===== src/hw/rtl/wpm_pkg.sv =====
// shared types and constants for the wildcard pattern matcher
package wpm_pkg;

	// default pattern capacity in bytes
	localparam int MAX_PATTERN = 32;

	// wildcard symbols in the pattern
	localparam logic [7:0] SYM_STAR = 8'd42;
	localparam logic [7:0] SYM_ANY  = 8'd63;

	// request commands
	typedef enum logic [1:0] {
		CMD_APPEND = 2'd0,
		CMD_TEXT   = 2'd1,
		CMD_END    = 2'd2,
		CMD_CLEAR  = 2'd3
	} cmd_t;

	// per-cell control from the top level
	typedef struct packed {
		logic advance;  // a text byte updates the match bit
		logic restart;  // the match bit reloads with the all-star prefix
		logic clear;    // the cell drops its pattern byte
		logic load;     // the cell takes the appended pattern byte
	} cell_ctrl_t;

	// data handed from one cell to the next
	typedef struct packed {
		logic next_bit; // new match bit of the previous prefix
		logic row_bit;  // current match bit of the previous prefix
		logic all_star; // every pattern byte so far is a star
		logic result;   // match bit of the longest valid prefix so far
	} cell_link_t;

endpackage


===== src/hw/rtl/wpm_req_if.sv =====
// request channel carrying command and symbol
interface wpm_req_if;
	logic       valid;
	logic       ready;
	logic [1:0] cmd;
	logic [7:0] symbol;

	modport source (output valid, output cmd, output symbol, input ready);
	modport sink (input valid, input cmd, input symbol, output ready);
endinterface


===== src/hw/rtl/wpm_res_if.sv =====
// result channel carrying the match verdict
interface wpm_res_if;
	logic valid;
	logic ready;
	logic matched;
	logic pattern_overflow;

	modport source (output valid, output matched, output pattern_overflow, input ready);
	modport sink (input valid, input matched, input pattern_overflow, output ready);
endinterface


===== src/hw/rtl/wpm_cell.sv =====
// one pattern position: stored byte, valid bit and match bit
module wpm_cell (
	input  logic                clk,
	input  logic                arst_n,
	input  wpm_pkg::cell_ctrl_t ctrl,
	input  logic [7:0]          symbol,
	input  wpm_pkg::cell_link_t link_in,
	output wpm_pkg::cell_link_t link_out
);

	logic [7:0] pat_q;
	logic       valid_q;
	logic       match_q;
	logic       is_star;
	logic       hits;
	logic       next_bit;
	logic       eff_valid;
	logic       eff_star;
	logic       all_star;

	// stored byte decode
	assign is_star = (pat_q == wpm_pkg::SYM_STAR);
	assign hits    = (pat_q == wpm_pkg::SYM_ANY) || (pat_q == symbol);

	// row update for one text byte
	always_comb begin
		next_bit = 1'b0;
		if (valid_q) begin
			if (is_star) begin
				next_bit = link_in.next_bit | match_q;
			end else if (hits) begin
				next_bit = link_in.row_bit;
			end
		end
	end

	// restart value seen through the pattern as it stands after this request
	assign eff_valid = ctrl.load | (valid_q & ~ctrl.clear);
	assign eff_star  = ctrl.load ? (symbol == wpm_pkg::SYM_STAR) : is_star;
	assign all_star  = link_in.all_star & eff_valid & eff_star;

	// hand-off to the next cell
	always_comb begin
		link_out.next_bit = next_bit;
		link_out.row_bit  = match_q;
		link_out.all_star = all_star;
		link_out.result   = valid_q ? match_q : link_in.result;
	end

	// pattern byte, no reset needed
	always_ff @(posedge clk) begin
		if (ctrl.load) begin
			pat_q <= symbol;
		end
	end

	// valid and match bits
	always_ff @(posedge clk or negedge arst_n) begin
		if (!arst_n) begin
			valid_q <= 1'b0;
			match_q <= 1'b0;
		end else begin
			if (ctrl.clear) begin
				valid_q <= 1'b0;
			end else if (ctrl.load) begin
				valid_q <= 1'b1;
			end
			if (ctrl.advance) begin
				match_q <= next_bit;
			end else if (ctrl.restart) begin
				match_q <= all_star;
			end
		end
	end

endmodule


===== src/hw/rtl/wildcard_pattern_matcher.sv =====
// top level of the wildcard pattern matcher: control, cell chain and result register
// One request is taken every clock cycle; requests stall only while a finished
// result waits to be taken. Each cell holds one pattern byte and its match bit,
// so a text byte updates the whole row at once; the cycle time is set
// by the star carry and the all-star restart prefix, which ripple through all
// MAX_PATTERN cells. An end-of-text request yields its result in the output
// register in the cycle after it is accepted. Pattern bytes beyond MAX_PATTERN
// are dropped and flagged in pattern_overflow until the next clear.
module wildcard_pattern_matcher #(
	parameter int MAX_PATTERN = wpm_pkg::MAX_PATTERN
) (
	input logic       clk,
	input logic       arst_n,
	wpm_req_if.sink   requests,
	wpm_res_if.source results
);

	localparam int LW = $clog2(MAX_PATTERN + 1);

	logic [LW-1:0]        len_q;
	logic                 ovf_q;
	logic                 row0_q;
	logic                 res_valid_q;
	logic                 res_matched_q;
	logic                 res_ovf_q;
	logic                 accept;
	logic                 full;
	wpm_pkg::cmd_t        cmd;
	wpm_pkg::cell_ctrl_t  ctrl [MAX_PATTERN];
	wpm_pkg::cell_link_t  links [MAX_PATTERN + 1];

	// request handshake
	assign requests.ready = ~res_valid_q | results.ready;
	assign accept         = requests.valid & requests.ready;
	assign cmd            = wpm_pkg::cmd_t'(requests.cmd);
	assign full           = (len_q == LW'(MAX_PATTERN));

	// head of the chain is the empty prefix
	always_comb begin
		links[0].next_bit = 1'b0;
		links[0].row_bit  = row0_q;
		links[0].all_star = 1'b1;
		links[0].result   = row0_q;
	end

	// cell chain
	for (genvar i = 0; i < MAX_PATTERN; i++) begin : g_cell
		always_comb begin
			ctrl[i].advance = accept && (cmd == wpm_pkg::CMD_TEXT);
			ctrl[i].restart = accept && (cmd != wpm_pkg::CMD_TEXT);
			ctrl[i].clear   = accept && (cmd == wpm_pkg::CMD_CLEAR);
			ctrl[i].load    = accept && (cmd == wpm_pkg::CMD_APPEND) && !full
				&& (len_q == LW'(i));
		end

		wpm_cell u_cell (
			.clk      (clk),
			.arst_n   (arst_n),
			.ctrl     (ctrl[i]),
			.symbol   (requests.symbol),
			.link_in  (links[i]),
			.link_out (links[i + 1])
		);
	end

	// pattern length, overflow flag and empty-prefix match bit
	always_ff @(posedge clk or negedge arst_n) begin
		if (!arst_n) begin
			len_q  <= '0;
			ovf_q  <= 1'b0;
			row0_q <= 1'b1;
		end else if (accept) begin
			case (cmd)
				wpm_pkg::CMD_APPEND: begin
					if (full) begin
						ovf_q <= 1'b1;
					end else begin
						len_q <= len_q + 1'b1;
					end
					row0_q <= 1'b1;
				end
				wpm_pkg::CMD_TEXT: begin
					row0_q <= 1'b0;
				end
				wpm_pkg::CMD_CLEAR: begin
					len_q  <= '0;
					ovf_q  <= 1'b0;
					row0_q <= 1'b1;
				end
				default: begin
					row0_q <= 1'b1;
				end
			endcase
		end
	end

	// result register
	always_ff @(posedge clk or negedge arst_n) begin
		if (!arst_n) begin
			res_valid_q <= 1'b0;
		end else if (accept && (cmd == wpm_pkg::CMD_END)) begin
			res_valid_q <= 1'b1;
		end else if (results.ready) begin
			res_valid_q <= 1'b0;
		end
	end

	always_ff @(posedge clk) begin
		if (accept && (cmd == wpm_pkg::CMD_END)) begin
			res_matched_q <= links[MAX_PATTERN].result;
			res_ovf_q     <= ovf_q;
		end
	end

	assign results.valid            = res_valid_q;
	assign results.matched          = res_matched_q;
	assign results.pattern_overflow = res_ovf_q;

	// a new result only follows an end-of-text request
	a_result_source: assert property (@(posedge clk) disable iff (!arst_n)
		$rose(res_valid_q) |-> $past(accept && (cmd == wpm_pkg::CMD_END)))
		else $error("result appeared without end-of-text request");

	// the pattern length stays within capacity
	a_len_bound: assert property (@(posedge clk) disable iff (!arst_n)
		len_q <= LW'(MAX_PATTERN))
		else $error("pattern length beyond capacity");

	// a clear empties the pattern and drops the overflow flag
	a_clear: assert property (@(posedge clk) disable iff (!arst_n)
		accept && (cmd == wpm_pkg::CMD_CLEAR) |=> (len_q == '0) && !ovf_q)
		else $error("clear did not empty the pattern");

	// a waiting result is not overwritten
	a_no_overwrite: assert property (@(posedge clk) disable iff (!arst_n)
		res_valid_q && !results.ready |=> res_valid_q && $stable(res_matched_q))
		else $error("pending result lost");

endmodule


===== src/flat_wrapper.sv =====
// flat-port wrapper written by rule: the top's interface ports become plain ports
module wildcard_pattern_matcher_flat 
#(
	parameter int MAX_PATTERN = wpm_pkg::MAX_PATTERN
)
  (clk, arst_n, requests_valid, requests_cmd, requests_symbol, requests_ready, results_valid, results_matched, results_pattern_overflow, results_ready);
  wpm_req_if requests_i ();
  wpm_res_if results_i ();
  input logic clk;
  input logic arst_n;
  input wire logic [$bits(requests_i.valid)-1:0] requests_valid;
  input wire logic [$bits(requests_i.cmd)-1:0] requests_cmd;
  input wire logic [$bits(requests_i.symbol)-1:0] requests_symbol;
  output wire logic [$bits(requests_i.ready)-1:0] requests_ready;
  output wire logic [$bits(results_i.valid)-1:0] results_valid;
  output wire logic [$bits(results_i.matched)-1:0] results_matched;
  output wire logic [$bits(results_i.pattern_overflow)-1:0] results_pattern_overflow;
  input wire logic [$bits(results_i.ready)-1:0] results_ready;
  assign requests_i.valid = requests_valid;
  assign requests_i.cmd = requests_cmd;
  assign requests_i.symbol = requests_symbol;
  assign requests_ready = requests_i.ready;
  assign results_valid = results_i.valid;
  assign results_matched = results_i.matched;
  assign results_pattern_overflow = results_i.pattern_overflow;
  assign results_i.ready = results_ready;
  wildcard_pattern_matcher #(.MAX_PATTERN(MAX_PATTERN)) u_core (.clk(clk), .arst_n(arst_n), .requests(requests_i), .results(results_i));
endmodule

===== config.mk =====
export PLATFORM = sky130hd
export DESIGN_NAME = wildcard_pattern_matcher_flat
export DESIGN_NICKNAME = d
export VERILOG_FILES = /design/src/hw/rtl/wpm_pkg.sv /design/src/hw/rtl/wpm_req_if.sv /design/src/hw/rtl/wpm_res_if.sv /design/src/hw/rtl/wpm_cell.sv /design/src/hw/rtl/wildcard_pattern_matcher.sv /design/src/flat_wrapper.sv
export SDC_FILE = /design/constraint.sdc
export NUM_CORES = 1
export LEC_CHECK = 0
export ABC_AREA = 1
export BUFFER_PORTS_ARGS = -buffer_cell sky130_fd_sc_hd__buf_2
export CAP_MARGIN = 20
export CORE_UTILIZATION = 35
export DETAILED_ROUTE_END_ITERATION = 8
export PLACE_DENSITY = 0.58
export RECOVER_POWER = 25
export SETUP_SLACK_MARGIN = 0.4
export SYNTH_ARGS = -nofsm -noshare
export SYNTH_HDL_FRONTEND = slang
export SYNTH_HIERARCHICAL = 1
export SYNTH_SLANG_ARGS = --single-unit

===== constraint.sdc =====
create_clock -name clk -period 27.5 [get_ports clk]
set_input_delay 2.75 -clock clk [delete_from_list [all_inputs] [get_ports clk]]
set_output_delay 2.75 -clock clk [all_outputs]
set_load 0.05 [all_outputs]

Yosys cells after proc, flatten, opt, wreduce, memory -nomap -nowiden:

Index checks and enable logic that the tools add are counted.

* muxes and demuxes: 295
* bitwise logic cells: 162
* reductions and logical operators: 110
* equality and inequality tests: 135
* add/subtract/negate cells: 1

Operators with widths (count)
* == test 8 x 6 -> 1 bit, second input constant: 65
* two-way mux 1 bit: 292
* == test 8 bit: 32
* AND 1 bit: 96
* == test 6 x 5 -> 1 bit, second input constant: 16
* nonzero test 2 bit: 35
* OR 1 bit: 64
* == test 6 x 4 -> 1 bit, second input constant: 8
* logical AND 1 bit: 38
* logical OR 1 bit: 32
* == test 6 x 3 -> 1 bit, second input constant: 4
* == test 6 x 2 -> 1 bit, second input constant: 2
* case mux 6 bit (2 select lines): 1
* adder 6 x 1 -> 6 bit, second input constant: 1
* == test 6 x 1 -> 1 bit, second input constant: 1
* == test 6 bit, second input constant: 1
* logical NOT 6 bit: 1
* two-way mux 6 bit: 1
* AND reduction 3 bit: 2
* == test 2 bit, second input constant: 2
* inequality test 2 x 1 -> 1 bit, second input constant: 2
* == test 2 x 1 -> 1 bit, second input constant: 1
* logical NOT 2 bit: 1
* inequality test 2 bit, second input constant: 1
* other kinds (3): 4

* flip-flop bits (word level): 331
* output and inout port bits: 4
* input port bits: 14
* logic and storage cells: 805

Longest topological paths before layout:

* word-level depth: 99
* mapped depth: 166
* mapped depth without buffers: 135

Hierarchy:

The synthesis kept the hierarchy.

Modules (own cells, without submodules)
* wpm_cell: cells an instance 83, seq. area each 290.3 sq um, instances 32, area an instance 638.1 sq um
* wildcard_pattern_matcher: cells an instance 147, seq. area each 286.5 sq um, instances 1, area an instance 979.7 sq um

Least setup slack after synthesis:

No wires, ideal clock.

* kind: in2reg
* start: in requests_symbol[1]
* end: reg u_core.g_cell[31].u_cell.match_q
* data required time: 27.375 ns
* setup time: 0.125 ns
* path slack: 12.431 ns
* cell stages on the path: 166
* arrival time: 14.944 ns
* buffers on the path: 31
* cells stage by stage: inv_1 nand2_1 nand2_1 nand2_1 nor2_1 nand2_1 nand2_1 nand2_1 a21oi_1 buf_4 nor2_1 nand3_1 nand2_1 a21oi_1 buf_4 nor2_1 nand3_1 nand2_1 [130 not listed] a21oi_1 buf_4 nor2_1 nand3_1 nand2_1 a21oi_1 buf_4 nor2_1 nand3_1 nand2_1 a21oi_1 buf_4 nor2_1 nand3_1 nand2_1 inv_1 nand3_1 nand2_1

* longest elaborated chain between the ends: 99
* elaborated cells between the ends (all ways): 289
* classes of those cells: eq/ne: 33; mux: 130; bitwise: 94; reduce/logical: 32

Ends and longest elaborated chain
* start: declaration: line flat_wrapper.sv:13 `input wire logic [$bits(requests_i.symbol)-1:0] requests_symbol;`
* == test 8 bit: line wpm_cell.sv:23 `assign hits = (pat_q == wpm_pkg::SYM_ANY) || (pat_q == symbol);`
* logical OR 1 bit: line wpm_cell.sv:23
* two-way mux 1 bit: line wpm_cell.sv:31 `end else if (hits) begin`
* two-way mux 1 bit: line wpm_cell.sv:29 `if (is_star) begin`
* two-way mux 1 bit: line wpm_cell.sv:28 `if (valid_q) begin`
* named net u_core.g_cell[0].u_cell.next_bit: line wpm_cell.sv:16 `logic next_bit;`
* OR 1 bit: line wpm_cell.sv:30 `next_bit = link_in.next_bit | match_q;`
* two-way mux 1 bit: line wpm_cell.sv:29
* [1 not listed]
* named net u_core.g_cell[1].u_cell.next_bit: line wpm_cell.sv:16
* [3 not listed]
* named net u_core.g_cell[2].u_cell.next_bit: line wpm_cell.sv:16
* [3 not listed]
* named net u_core.g_cell[3].u_cell.next_bit: line wpm_cell.sv:16
* [3 not listed]
* named net u_core.g_cell[4].u_cell.next_bit: line wpm_cell.sv:16
* [3 not listed]
* named net u_core.g_cell[5].u_cell.next_bit: line wpm_cell.sv:16
* [3 not listed]
* named net u_core.g_cell[6].u_cell.next_bit: line wpm_cell.sv:16
* [3 not listed]
* named net u_core.g_cell[7].u_cell.next_bit: line wpm_cell.sv:16
* [3 not listed]
* named net u_core.g_cell[8].u_cell.next_bit: line wpm_cell.sv:16
* [3 not listed]
* named net u_core.g_cell[9].u_cell.next_bit: line wpm_cell.sv:16
* [3 not listed]
* named net u_core.g_cell[10].u_cell.next_bit: line wpm_cell.sv:16
* [3 not listed]
* named net u_core.g_cell[11].u_cell.next_bit: line wpm_cell.sv:16
* [3 not listed]
* named net u_core.g_cell[12].u_cell.next_bit: line wpm_cell.sv:16
* [3 not listed]
* named net u_core.g_cell[13].u_cell.next_bit: line wpm_cell.sv:16
* [3 not listed]
* named net u_core.g_cell[14].u_cell.next_bit: line wpm_cell.sv:16
* [3 not listed]
* named net u_core.g_cell[15].u_cell.next_bit: line wpm_cell.sv:16
* [3 not listed]
* named net u_core.g_cell[16].u_cell.next_bit: line wpm_cell.sv:16
* [3 not listed]
* named net u_core.g_cell[17].u_cell.next_bit: line wpm_cell.sv:16
* [3 not listed]
* named net u_core.g_cell[18].u_cell.next_bit: line wpm_cell.sv:16
* [3 not listed]
* named net u_core.g_cell[19].u_cell.next_bit: line wpm_cell.sv:16
* [3 not listed]
* named net u_core.g_cell[20].u_cell.next_bit: line wpm_cell.sv:16
* [3 not listed]
* named net u_core.g_cell[21].u_cell.next_bit: line wpm_cell.sv:16
* [3 not listed]
* named net u_core.g_cell[22].u_cell.next_bit: line wpm_cell.sv:16
* [3 not listed]
* named net u_core.g_cell[23].u_cell.next_bit: line wpm_cell.sv:16
* [3 not listed]
* named net u_core.g_cell[24].u_cell.next_bit: line wpm_cell.sv:16
* [3 not listed]
* named net u_core.g_cell[25].u_cell.next_bit: line wpm_cell.sv:16
* [3 not listed]
* named net u_core.g_cell[26].u_cell.next_bit: line wpm_cell.sv:16
* [3 not listed]
* named net u_core.g_cell[27].u_cell.next_bit: line wpm_cell.sv:16
* [3 not listed]
* named net u_core.g_cell[28].u_cell.next_bit: line wpm_cell.sv:16
* [3 not listed]
* named net u_core.g_cell[29].u_cell.next_bit: line wpm_cell.sv:16
* OR 1 bit: line wpm_cell.sv:30
* two-way mux 1 bit: line wpm_cell.sv:29
* two-way mux 1 bit: line wpm_cell.sv:28
* named net u_core.g_cell[30].u_cell.next_bit: line wpm_cell.sv:16
* OR 1 bit: line wpm_cell.sv:30
* two-way mux 1 bit: line wpm_cell.sv:29
* two-way mux 1 bit: line wpm_cell.sv:28
* two-way mux 1 bit: line wpm_cell.sv:68 `if (ctrl.advance) begin`
* end signal: assignment: line wpm_cell.sv:69 `match_q <= next_bit;`
* end signal: assignment: line wpm_cell.sv:71 `match_q <= all_star;`
* end: declaration: line wpm_cell.sv:13 `logic match_q;`

The timed path passes the listed nets, and every way through them passes these cells. The select of a mux whose other input is x is not followed.
A chain may end at the register's enable or synchronous reset.

==> impl_metrics.toml <==
[worst_setup_path]
endpoint_kind = "register"
slowest_stage = "clkbuf_1"
crit_required_ps = 28000
rr_worst_depth = 132
critPathKind = "in2reg"
crit_path_start_kind = "input pin"
reg2reg_from = "u_core/g_cell[0].u_cell/pat_q[7]$_DFFE_PP_"
r2r-end = "u_core/g_cell[31].u_cell/match_q$_DFFE_PN0P_"
worstPathMaxFanout = 75
arrival_ps = 18520
slowest_delay_ps = 3350
path_common_cell = "nand2_1"
rrSetupSlack_ps = 15350

[route]
drtAntennaViolNets = 0
via_count = 16600
totalWireLength_um = 53000
drt_first_pass_iters = 6
drtIter0Drc = 1138
drc = 0
via_per_inst = 4.60
wire_per_inst_um = 14.7

[synthesis]
syn_area_mm2 = 0.0214
synth_area_per_cell_um2 = 7.64
ys.warnings.count = 6
synthCells = 2798
synth_nets = 2816

[floorplan]
start_util = 0.354
rows = 90
die_y_um = 249
die_x_um = 249
fp.dieArea_mm2 = 0.0620
num_io_pins = 18
core_region_area_mm2 = 0.0604

[layout]
drive_gt1_frac = 0.0977
fillCellCount = 6265
area_growth_pct = 8.57
final_nets = 2809
finish.utilization = 0.384
seq_area_mm2 = 0.00958
multi_input_area_mm2 = 0.00954
antenna_cells = 0
fin_cells = 3606
fin_area_mm2 = 0.0232

[timing]
finalSetupTns_ps = 0
fmax_ghz = 0.0555
slew_viol_final = 408
final-hold-violation-count = 0
timing.hold.ws_ps = 490
worstMarginPinSlew_ps = 4650
rsz0062_at_grt = "false"
fin_crit_ps = 18020
fin_worst_skew_ps = 28.1
finalWorstSetupSlack_ps = 9480
slew_headroom = -2.10
fin_crit_sh = 0.655
setup_viol_count_final = 0

[pwr]
p_leak_nw = 10.4
power.total_mw = 1.21
ir_drop_mv = 0.0367
cellPowerDensity_mw_per_mm2 = 52.3

[global_route]
grt_pass1_wl_um = 85500
grt_max_degree = 81
antenna_found_initial = 0
grt_overflow = 0
grt.total_usage = 0.172
grt_pass1_vias = 15800

[clock_network]
ctsResizeCount = 0
clk_pin_slew_ps = 60
cts_tree = "built"
cts_buffers = 41
root_buffer = "clkbuf_16"
cts_setup_buffers = 0
hold_buffers = 0
clkLatencyLatePin_ps = 580
cts_sinks = 331
clock_path_buffers = 3
htree_levels = 2

[run_status]
status = "finished with violations"
violations = "capacitance limit, slew limit"

[worst_hold_path]
min_to = "u_core/row0_q$_DFFE_PN1P_"
whs_path_depth = 2
worstHoldStart = "u_core/row0_q$_DFFE_PN1P_"
worstHoldPathType = "reg2reg"

[placed_design]
place_ws_ps = 12700
post_dp_cell_area_mm2 = 0.0220
portBuffers = 17
dp_hpwl_um = 34500
dp_cells = 3529
place.gp.congestion = 0.816

[flow_run]
maxCapViolCount = 10
-- where the power goes --
group | leakage, nW | internal [mW] | total, mW | switching, mW
sequential | 3.28 | 0.552 | 0.565 | 0.0132
combinational | 6.50 | 0.0409 | 0.127 | 0.0859
clock | 0.649 | 0.300 | 0.521 | 0.221
-- worst max path at each step --
stage / end / cells after the start / startpoint / slack (ps)
detailed placement: u_core/g_cell[31].u_cell/match_q$_DFFE_PN0P_ / 135 / requests_symbol[3] / 12700
finish: u_core/g_cell[31].u_cell/match_q$_DFFE_PN0P_ / 131 / requests_symbol[4] / 9480
global placement: u_core/g_cell[31].u_cell/match_q$_DFFE_PN0P_ / 135 / requests_symbol[3] / 12800
CTS: u_core/g_cell[31].u_cell/match_q$_DFFE_PN0P_ / 135 / requests_symbol[3] / 13230
global route: u_core/g_cell[31].u_cell/match_q$_DFFE_PN0P_ / 131 / requests_symbol[4] / 7620
floorplan: u_core/g_cell[31].u_cell/match_q$_DFFE_PN0P_ / 166 / requests_symbol[1] / 12450
-- critical path, delay by kind of cell --
family                 cells  cell delay [ps]
buffers and inverters      3             4380
XOR/XNOR                   1              290
AND/OR/NAND/NOR           97             6510
AO/OA/AOI/OAI             30             4560
-- registers in the layout, summed over array words and instances (netlist names) --
register,cells
u_core/results.matched,1
u_core/len_q,6
u_core/results.valid,1
u_core/g_cell.u_cell/match_q,32
u_core/row0_q,1
u_core/results.pattern_overflow,1
u_core/g_cell.u_cell/valid_q,32
u_core/g_cell.u_cell/pat_q,256
u_core/ovf_q,1
-- layout make-up --
type | count | area share
clock buffers | 47 | 0.0461
clock inverters | 29 | 0.00971
inverters | 399 | 0.0648
multi-input cells | 1969 | 0.411
flip-flops and latches | 331 | 0.413
well taps | 782 | 0.0422
repair buffers | 49 | 0.0133
-- layout by cell type, fill, tap and decap left out, types with 3 or more instances in the layout --
cell / n
a21oi_1: 63
clkinv_2: 16
or2_4: 32
inv_6: 3
nand2_1: 1053
nand4_1: 45
clkinv_1: 36
xnor2_1: 128
nor2_1: 322
dfrtp_1: 72
ha_1: 4
o21ai_2: 32
nand3_1: 110
clkbuf_1: 19
o21ai_0: 3
inv_1: 362
clkbuf_16: 41
nor3_2: 33
buf_2: 8
nand2_2: 33
inv_2: 4
edfxtp_1: 258
nor3_1: 70
buf_4: 24
nor3_4: 32
-- metal layers --
metal	global-route usage	wire length, um	part of all wire
met1	0.239	25900	0.49
met2	0.283	24100	0.46
met3	0.0228	1970	0.037
met4	0.0423	933	0.018
met5	0	0	0
Power figures use the tool's default switching activity.
